[config.mk]
export PLATFORM = sky130hd
export DESIGN_NAME = interval_merge_sorted
export DESIGN_NICKNAME = d
export VERILOG_FILES = /design/src/ims_pkg.sv /design/src/ims_ctrl.sv /design/src/ims_dpath.sv /design/src/interval_merge_sorted.sv
export SDC_FILE = /design/constraint.sdc
export NUM_CORES = 2
export LEC_CHECK = 0
export ABC_AREA = 1
export BUFFER_PORTS_ARGS = -buffer_cell sky130_fd_sc_hd__buf_2
export CORE_ASPECT_RATIO = 0.6
export CORE_MARGIN = 2
export CORE_UTILIZATION = 45
export CTS_BUF_LIST = sky130_fd_sc_hd__clkbuf_16
export DETAILED_ROUTE_END_ITERATION = 10
export MAX_ROUTING_LAYER = met4
export SLEW_MARGIN = 20
export SYNTH_ARGS = -nofsm -noshare
export SYNTH_HDL_FRONTEND = slang
export SYNTH_SLANG_ARGS = --single-unit
[constraint.sdc]
create_clock -name clk_i -period 4.6 [get_ports clk_i]
set_clock_uncertainty 0.2 [all_clocks]
set_input_delay 1.15 -clock clk_i [delete_from_list [all_inputs] [get_ports clk_i]]
set_output_delay 1.15 -clock clk_i [all_outputs]
set_load 0.02 [all_outputs]
[src/ims_pkg.sv]
// Shared definitions for the interval merge block: default sizes and the
// command and status groups passed between controller and datapath.
// No dependencies.
package ims_pkg;

  localparam int unsigned MaxIntervalsDef = 32;
  localparam int unsigned ValueBitsDef    = 16;

  // Commands from the controller to the datapath
  typedef struct packed {
    logic load_in;     // latch the incoming item, start insertion at the top
    logic set_drop;    // store full: note the dropped item
    logic ins_rd;      // read the entry below the insertion slot
    logic ins_shift;   // move that entry up one slot
    logic ins_place;   // write the new pair into the slot, bump the count
    logic mrg_init;    // start the merge pass at entry zero
    logic mrg_rd;      // read the next sorted entry
    logic mrg_step;    // fold that entry into the running merged interval
    logic mrg_flush;   // write the final merged interval back
    logic emit_init;   // start emitting from the highest merged entry
    logic emit_rd;     // read the next merged entry
    logic emit_load;   // move it into the output register
    logic clear_set;   // set done: empty the store
  } ims_cmd_t;

  // Status from the datapath to the controller
  typedef struct packed {
    logic less;        // new pair sorts below the entry just read
    logic pos_zero;    // insertion slot reached the bottom
    logic full;        // store holds the maximum number of intervals
    logic in_last;     // last flag on the input port
    logic last_q;      // last flag of the item being inserted
    logic mrg_end;     // entry being folded is the last stored one
    logic emit_last;   // entry being emitted is the lowest merged one
    logic out_free;    // output register can take an item this cycle
  } ims_sts_t;

endpackage

[src/ims_ctrl.sv]
// Sequencer for the interval merge block: insertion, merge pass and emit.
// Depends on ims_pkg for the command and status types.
module ims_ctrl import ims_pkg::*; (
  input  logic     clk_i,
  input  logic     rst_ni,
  input  logic     in_valid_i,
  output logic     in_stall_o,
  input  ims_sts_t sts_i,
  output ims_cmd_t cmd_o
);

  typedef enum logic [7:0] {
    StIdle     = 8'b0000_0001,
    StInsRd    = 8'b0000_0010,
    StInsCmp   = 8'b0000_0100,
    StMrgRd    = 8'b0000_1000,
    StMrgStep  = 8'b0001_0000,
    StMrgFlush = 8'b0010_0000,
    StEmitRd   = 8'b0100_0000,
    StEmitLd   = 8'b1000_0000
  } ims_state_e;

  ims_state_e state_q, state_d;

  assign in_stall_o = (state_q != StIdle);

  always_comb begin
    cmd_o   = '0;
    state_d = state_q;
    unique case (state_q)
      StIdle: begin
        if (in_valid_i) begin
          cmd_o.load_in = 1'b1;
          if (sts_i.full) begin
            cmd_o.set_drop = 1'b1;
            if (sts_i.in_last) begin
              cmd_o.mrg_init = 1'b1;
              state_d        = StMrgRd;
            end
          end else begin
            state_d = StInsRd;
          end
        end
      end
      StInsRd: begin
        if (sts_i.pos_zero) begin
          cmd_o.ins_place = 1'b1;
          if (sts_i.last_q) begin
            cmd_o.mrg_init = 1'b1;
            state_d        = StMrgRd;
          end else begin
            state_d = StIdle;
          end
        end else begin
          cmd_o.ins_rd = 1'b1;
          state_d      = StInsCmp;
        end
      end
      StInsCmp: begin
        if (sts_i.less) begin
          cmd_o.ins_shift = 1'b1;
          state_d         = StInsRd;
        end else begin
          cmd_o.ins_place = 1'b1;
          if (sts_i.last_q) begin
            cmd_o.mrg_init = 1'b1;
            state_d        = StMrgRd;
          end else begin
            state_d = StIdle;
          end
        end
      end
      StMrgRd: begin
        cmd_o.mrg_rd = 1'b1;
        state_d      = StMrgStep;
      end
      StMrgStep: begin
        cmd_o.mrg_step = 1'b1;
        state_d        = sts_i.mrg_end ? StMrgFlush : StMrgRd;
      end
      StMrgFlush: begin
        cmd_o.mrg_flush = 1'b1;
        cmd_o.emit_init = 1'b1;
        state_d         = StEmitRd;
      end
      StEmitRd: begin
        cmd_o.emit_rd = 1'b1;
        state_d       = StEmitLd;
      end
      StEmitLd: begin
        // hold until the output register frees up
        if (sts_i.out_free) begin
          cmd_o.emit_load = 1'b1;
          if (sts_i.emit_last) begin
            cmd_o.clear_set = 1'b1;
            state_d         = StIdle;
          end else begin
            state_d = StEmitRd;
          end
        end
      end
      default: state_d = StIdle;
    endcase
  end

  always_ff @(posedge clk_i or negedge rst_ni) begin
    if (!rst_ni) begin
      state_q <= StIdle;
    end else begin
      state_q <= state_d;
    end
  end

endmodule

[src/ims_dpath.sv]
// Datapath for the interval merge block: interval store, counters,
// running merged interval and output register.
// Depends on ims_pkg for the command and status types.
module ims_dpath import ims_pkg::*; #(
  parameter int unsigned MaxIntervals = MaxIntervalsDef,
  parameter int unsigned ValueBits    = ValueBitsDef
) (
  input  logic                        clk_i,
  input  logic                        rst_ni,
  input  logic signed [ValueBits-1:0] start_value_i,
  input  logic signed [ValueBits-1:0] end_value_i,
  input  logic                        last_in_i,
  output logic                        out_valid_o,
  input  logic                        out_stall_i,
  output logic signed [ValueBits-1:0] merged_start_o,
  output logic signed [ValueBits-1:0] merged_end_o,
  output logic                        last_out_o,
  output logic                        overflow_o,
  input  ims_cmd_t                    cmd_i,
  output ims_sts_t                    sts_o
);

  localparam int unsigned IdxW = (MaxIntervals > 1) ? $clog2(MaxIntervals) : 1;
  localparam int unsigned CntW = $clog2(MaxIntervals + 1);
  localparam int unsigned PairW = 2 * ValueBits;

  logic [PairW-1:0] mem [MaxIntervals];
  logic [PairW-1:0] rd_q;

  logic signed [ValueBits-1:0] new_lo_q, new_hi_q;
  logic                        last_q;
  logic [CntW-1:0]             cnt_q, pos_q, idx_q, nm_q;
  logic                        drop_q;
  logic signed [ValueBits-1:0] cur_lo_q, cur_hi_q;

  logic                        out_valid_q, out_last_q, out_ovf_q;
  logic signed [ValueBits-1:0] out_lo_q, out_hi_q;

  logic signed [ValueBits-1:0] rd_lo, rd_hi;
  logic                        overlap, first;
  logic                        we, re;
  logic [IdxW-1:0]             waddr, raddr;
  logic [PairW-1:0]            wdata;
  logic [CntW-1:0]             pos_m1, idx_m1, nm_m1;
  logic                        out_free;

  assign rd_lo   = $signed(rd_q[PairW-1:ValueBits]);
  assign rd_hi   = $signed(rd_q[ValueBits-1:0]);
  assign first   = (nm_q == '0);
  assign overlap = (rd_lo <= cur_hi_q);
  assign pos_m1  = pos_q - CntW'(1);
  assign idx_m1  = idx_q - CntW'(1);
  assign nm_m1   = nm_q - CntW'(1);
  assign out_free = !out_valid_q || !out_stall_i;

  // single write port
  always_comb begin
    we    = 1'b0;
    waddr = '0;
    wdata = '0;
    priority if (cmd_i.ins_shift) begin
      we    = 1'b1;
      waddr = pos_q[IdxW-1:0];
      wdata = rd_q;
    end else if (cmd_i.ins_place) begin
      we    = 1'b1;
      waddr = pos_q[IdxW-1:0];
      wdata = {new_lo_q, new_hi_q};
    end else if ((cmd_i.mrg_step && !first && !overlap) || cmd_i.mrg_flush) begin
      // merged entries go back below the read index, so nothing unread is lost
      we    = 1'b1;
      waddr = nm_m1[IdxW-1:0];
      wdata = {cur_lo_q, cur_hi_q};
    end else begin
      we = 1'b0;
    end
  end

  // single read port
  always_comb begin
    re    = 1'b1;
    raddr = '0;
    priority if (cmd_i.ins_rd) begin
      raddr = pos_m1[IdxW-1:0];
    end else if (cmd_i.mrg_rd) begin
      raddr = idx_q[IdxW-1:0];
    end else if (cmd_i.emit_rd) begin
      raddr = idx_m1[IdxW-1:0];
    end else begin
      re = 1'b0;
    end
  end

  always_ff @(posedge clk_i) begin
    if (we) begin
      mem[waddr] <= wdata;
    end
    if (re) begin
      rd_q <= mem[raddr];
    end
  end

  always_ff @(posedge clk_i) begin
    if (cmd_i.load_in) begin
      new_lo_q <= start_value_i;
      new_hi_q <= end_value_i;
      last_q   <= last_in_i;
    end
    if (cmd_i.mrg_step) begin
      if (first || !overlap) begin
        cur_lo_q <= rd_lo;
        cur_hi_q <= rd_hi;
      end else if (rd_hi > cur_hi_q) begin
        cur_hi_q <= rd_hi;
      end
    end
    if (cmd_i.emit_load) begin
      out_lo_q   <= rd_lo;
      out_hi_q   <= rd_hi;
      out_last_q <= (idx_q == CntW'(1));
      out_ovf_q  <= drop_q;
    end
  end

  always_ff @(posedge clk_i or negedge rst_ni) begin
    if (!rst_ni) begin
      cnt_q       <= '0;
      drop_q      <= 1'b0;
      pos_q       <= '0;
      idx_q       <= '0;
      nm_q        <= '0;
      out_valid_q <= 1'b0;
    end else begin
      if (cmd_i.load_in) begin
        pos_q <= cnt_q;
      end else if (cmd_i.ins_shift) begin
        pos_q <= pos_m1;
      end
      if (cmd_i.set_drop) begin
        drop_q <= 1'b1;
      end
      if (cmd_i.clear_set) begin
        cnt_q  <= '0;
        drop_q <= 1'b0;
      end else if (cmd_i.ins_place) begin
        cnt_q <= cnt_q + CntW'(1);
      end
      if (cmd_i.mrg_init) begin
        idx_q <= '0;
        nm_q  <= '0;
      end else if (cmd_i.mrg_step) begin
        idx_q <= idx_q + CntW'(1);
        if (first || !overlap) begin
          nm_q <= nm_q + CntW'(1);
        end
      end else if (cmd_i.emit_init) begin
        idx_q <= nm_q;
      end else if (cmd_i.emit_load) begin
        idx_q <= idx_m1;
      end
      if (cmd_i.emit_load) begin
        out_valid_q <= 1'b1;
      end else if (!out_stall_i) begin
        out_valid_q <= 1'b0;
      end
    end
  end

  always_comb begin
    sts_o.less      = (new_lo_q < rd_lo) || ((new_lo_q == rd_lo) && (new_hi_q < rd_hi));
    sts_o.pos_zero  = (pos_q == '0);
    sts_o.full      = (cnt_q == CntW'(MaxIntervals));
    sts_o.in_last   = last_in_i;
    sts_o.last_q    = last_q;
    sts_o.mrg_end   = ((idx_q + CntW'(1)) == cnt_q);
    sts_o.emit_last = (idx_q == CntW'(1));
    sts_o.out_free  = out_free;
  end

  assign out_valid_o    = out_valid_q;
  assign merged_start_o = out_lo_q;
  assign merged_end_o   = out_hi_q;
  assign last_out_o     = out_last_q;
  assign overflow_o     = out_ovf_q;

endmodule

[src/interval_merge_sorted.sv]
// Interval merge block collects a set of closed intervals, one start/end pair
// per item, keeping them sorted by start then end with an insertion sort in a
// single-port-write, single-port-read store. An item goes in below the top past
// every larger entry, each of which is shifted up one slot; each step of the
// shift costs one read and one write of the store. The item flagged last
// closes the set; the merge pass then reads each stored interval once, and
// each merged interval is read back and emitted, highest start first, the
// final one marked. Intervals arriving while the store is full are dropped
// and every result of that set carries the overflow flag. Input is stalled
// from the accept of an item until its insertion is finished, and for the
// last item of a set until the merge and emit are finished too.
// Depends on ims_pkg, ims_ctrl and ims_dpath.
module interval_merge_sorted import ims_pkg::*; #(
  parameter int unsigned MaxIntervals = MaxIntervalsDef,
  parameter int unsigned ValueBits    = ValueBitsDef
) (
  input  logic                        clk_i,
  input  logic                        rst_ni,
  input  logic                        in_valid_i,
  output logic                        in_stall_o,
  input  logic signed [ValueBits-1:0] start_value_i,
  input  logic signed [ValueBits-1:0] end_value_i,
  input  logic                        last_in_i,
  output logic                        out_valid_o,
  input  logic                        out_stall_i,
  output logic signed [ValueBits-1:0] merged_start_o,
  output logic signed [ValueBits-1:0] merged_end_o,
  output logic                        last_out_o,
  output logic                        overflow_o
);

  ims_cmd_t cmd;
  ims_sts_t sts;

  ims_ctrl u_ctrl (
    .clk_i      (clk_i),
    .rst_ni     (rst_ni),
    .in_valid_i (in_valid_i),
    .in_stall_o (in_stall_o),
    .sts_i      (sts),
    .cmd_o      (cmd)
  );

  ims_dpath #(
    .MaxIntervals (MaxIntervals),
    .ValueBits    (ValueBits)
  ) u_dpath (
    .clk_i          (clk_i),
    .rst_ni         (rst_ni),
    .start_value_i  (start_value_i),
    .end_value_i    (end_value_i),
    .last_in_i      (last_in_i),
    .out_valid_o    (out_valid_o),
    .out_stall_i    (out_stall_i),
    .merged_start_o (merged_start_o),
    .merged_end_o   (merged_end_o),
    .last_out_o     (last_out_o),
    .overflow_o     (overflow_o),
    .cmd_i          (cmd),
    .sts_o          (sts)
  );

endmodule

==> qor.yml <==
status: "complete, no violations"
cp.required_ps: 4800
syn_area_mm2: 0.0528
grt_pass1_wl_um: 232000
cts-hold-fix-buffers: 0
firstDrtPassIters: 6
port_buffers: 72
fill_cells: 10110
cp_common_cell: "nand2_1"
async_reset_ff_share_pct: 2.86
layout_setup_ws_ps: 239
postSynthAreaPerCell_um2: 11.0
hpwl_um: 93200
final.setup.tns_ps: 0
placed_cell_area_mm2: 0.0567
criticalPathCategory: "reg2reg"
grt_max_degree: 146
ys_warn_count: 0
drt-vias-per-instance: 5.62
cpMaxStageDelayCell: "edfxtp_1"
finalWirelength_um: 158000
cts_setup_buffers: 0
path_cells: "ha_1 -> nand2_1 -> nor2_1 -> nand2_1 -> nand2_1 -> nand2_1 -> nand2_1 -> nand2_1 -> nand4_1 -> nand2_2 -> a21boi_0 -> nand3_1 -> nor2_4 -> buf_12"
worst_pin_slew_ps: 1180
clockBufferDepth: 3
nets: 4972
vias: 36504
slew_violations: 0
synthFlopType: "edfxtp_1"
synth_enable_flop_cells: 1155
crit_cells: 14
cts_root_buf: "clkbuf_16"
max-cap-violations: 0
die-area_mm2: 0.120
stdcell_count: 6491
drive_above_1_share_pct: 9.57
cts_tree: "done"
clk_pin_slew_ps: 60
vdd_drop_max_mv: 0.340
synth_cell_type_count: 40
grt_most_used_layer: "met1"
grt_setup_unrepaired: "no"
cts.sink_count: 1189
dieWidth_um: 446
maxSlewHeadroom_pct: 21.0
power_density_mw_per_mm2: 510
cts_buffers: 104
maxClockFrequency_mhz: 229
met2_usage_pct: 34.7
die_h_um: 269
fin_crit_ps: 4360
crit_family: "simple AND/OR/NAND/NOR gates"
crit_buf_inv: 1
grt-ovfl-total: 0
grt_pass1_vias: 33820
syn-num-nets: 4897
design_area_mm2: 0.0600
dp.cells: 6291
final_antenna_net_count: 0
ioPinCount: 73
ys_ff_latch: 1189
rr_worst_depth: 14
clock_latency_ps: 720
syn_inst: 4788
crit_arrival_ps: 4560
routabilityCongestion: 0.988
dr.first_iter.drc_count: 4695
cp-start-kind: "flop"
grt_usage_pct: 26.9
endpoint_kind: "flop"
start_util_pct: 45.3
drc: 0
setup_viol: 0
use_met1_pct: 41.8
whs_path_depth: 0
rows: 97
dp_slack_ps: 425
fin_crit_sh_pct: 94.8
use_met3_pct: 6.63
cts_resized: 0
core_area_mm2: 0.117
ys_seq_area_share_pct: 67.4
wl_per_cell_um: 24.3
hp-class: "reg2reg"
antenna_found_initial: 11
htreeDepth: 3
slowest_delay_ps: 600
total_leakage_power_nw: 23.3
worstPathMaxFanout: 15
syn_to_final_growth_pct: 13.8
final-hold-violation-count: 0
==> area by class of cell <==
cell class / instances / area, um^2 / share of cell area (%)
flip-flops and latches: 1189 / 35500 / 59.2
clock inverters: 88 / 697 / 1.16
repair buffers: 257 / 3040 / 5.06
inverters: 418 / 1580 / 2.64
diodes: 5 / 12.5 / 0.0208
multi-input cells: 2893 / 14600 / 24.3
clock buffers: 107 / 2680 / 4.46
well taps: 1534 / 1920 / 3.20
==> synthesized netlist by cell type (all sizes together), types with 11 or more instances <==
library cell	number	area share [%]
nand2	1352	9.7
buf	217	2.1
dfrtp	33	1.6
nand4	11	0.13
clkbuf	71	0.51
nand3	920	8.7
o21ai	24	0.23
a21oi	38	0.36
inv	418	3.0
o211ai	61	0.87
nor3	11	0.10
edfxtp	1155	66
nor2	98	0.75
xor2	20	0.33
nand3b	260	3.7
ha	72	1.7
==> per-stage QoR <==
stage,power (W),hold slack [ps],utilization (%)
after global routing,0.0320,291,51.5
after floorplan,0.0187,225,-
after CTS,0.0306,276,51.5
after detailed placement,0.0218,261,48.6
final,0.0306,284,51.5
after global placement,0.0217,253,48.6
==> report_power, final <==
part           internal [W]  leakage [nW]  switching (W)  total (W)
logic               0.00276          10.7        0.00626    0.00902
registers            0.0124          10.8       0.000287     0.0127
clock network       0.00488          1.76        0.00402    0.00889
total                0.0200          23.3         0.0106     0.0306
==> flip-flops by register name (all words and copies together) (netlist names) <==
signal                  flops
u_dpath.drop_q              1
u_dpath.cur_hi_q           16
u_dpath.rd_q               32
u_dpath.cur_lo_q           16
u_dpath.overflow_o          1
u_dpath.mem              1024
u_ctrl.state_q              8
u_dpath.last_q              1
u_dpath.idx_q               6
u_dpath.merged_end_o       16
u_dpath.pos_q               6
u_dpath.last_out_o          1
u_dpath.new_lo_q           16
u_dpath.new_hi_q           16
u_dpath.nm_q                6
u_dpath.out_valid_o         1
u_dpath.cnt_q               6
u_dpath.merged_start_o     16
==> worst reg2reg max path, delay by kind of cell (launching register included) <==
kind	cells	cell delay, ps
adders and majority gates	1	400
DFF	1	600
and+or+nand+nor	11	2190
buffers and inverters	1	220
AOI/OAI and AO/OA	1	410
==> logic make-up after synthesis <==
logic type,synth area share (%)
xor gates and xnor gates,0.448
AOI/OAI and AO/OA,1.64
adders and majority gates,1.71
and+or+nand+nor,23.2
buffers and inverters,5.62
DFF,67.4
==> layer usage <==
| layer | share of wire, % | up-vias |
|---|---|---|
| li1 | - | 16665 |
| met1 | 47 | 17826 |
| met2 | 40 | 1785 |
| met3 | 11 | 228 |
| met4 | 2.4 | 0 |
| met5 | 0 | - |
==> worst paths after layout <==
| path | startpoint | slack (ps) | endpoint |
|---|---|---|---|
| worst max-delay path | u_dpath.rd_q[21] | 240 | u_dpath.mem[10][20] |
| worst min-delay path | u_dpath.rd_q[0] | 280 | u_dpath.cur_hi_q[0] |
| worst max register to register | u_dpath.rd_q[21] | 240 | u_dpath.mem[10][20] |
| worst min register to register | u_dpath.rd_q[0] | 280 | u_dpath.cur_hi_q[0] |
| max in group asynchronous | rst_ni | 3290 | u_dpath.nm_q[1] |
| min in group asynchronous | rst_ni | 350 | u_dpath.cnt_q[1] |
==> cell usage in the layout (no fill, tap or decap), types with 9 or more instances in the layout <==
| cell type | count |
|---|---|
| nand2_1 | 1343 |
| o21ai_0 | 24 |
| buf_4 | 82 |
| nand3_1 | 918 |
| inv_1 | 434 |
| ha_1 | 72 |
| clkinv_2 | 21 |
| nor2_4 | 38 |
| xor2_1 | 20 |
| nor3_1 | 11 |
| dfrtp_1 | 33 |
| clkinv_1 | 22 |
| clkbuf_16 | 107 |
| o211ai_1 | 61 |
| bufinv_16 | 12 |
| buf_12 | 103 |
| edfxtp_1 | 1155 |
| inv_2 | 9 |
| a21oi_1 | 38 |
| nor2_1 | 55 |
| nand3b_1 | 260 |
| buf_2 | 72 |
| nand4_1 | 11 |
(Power assumes the default switching activity.)
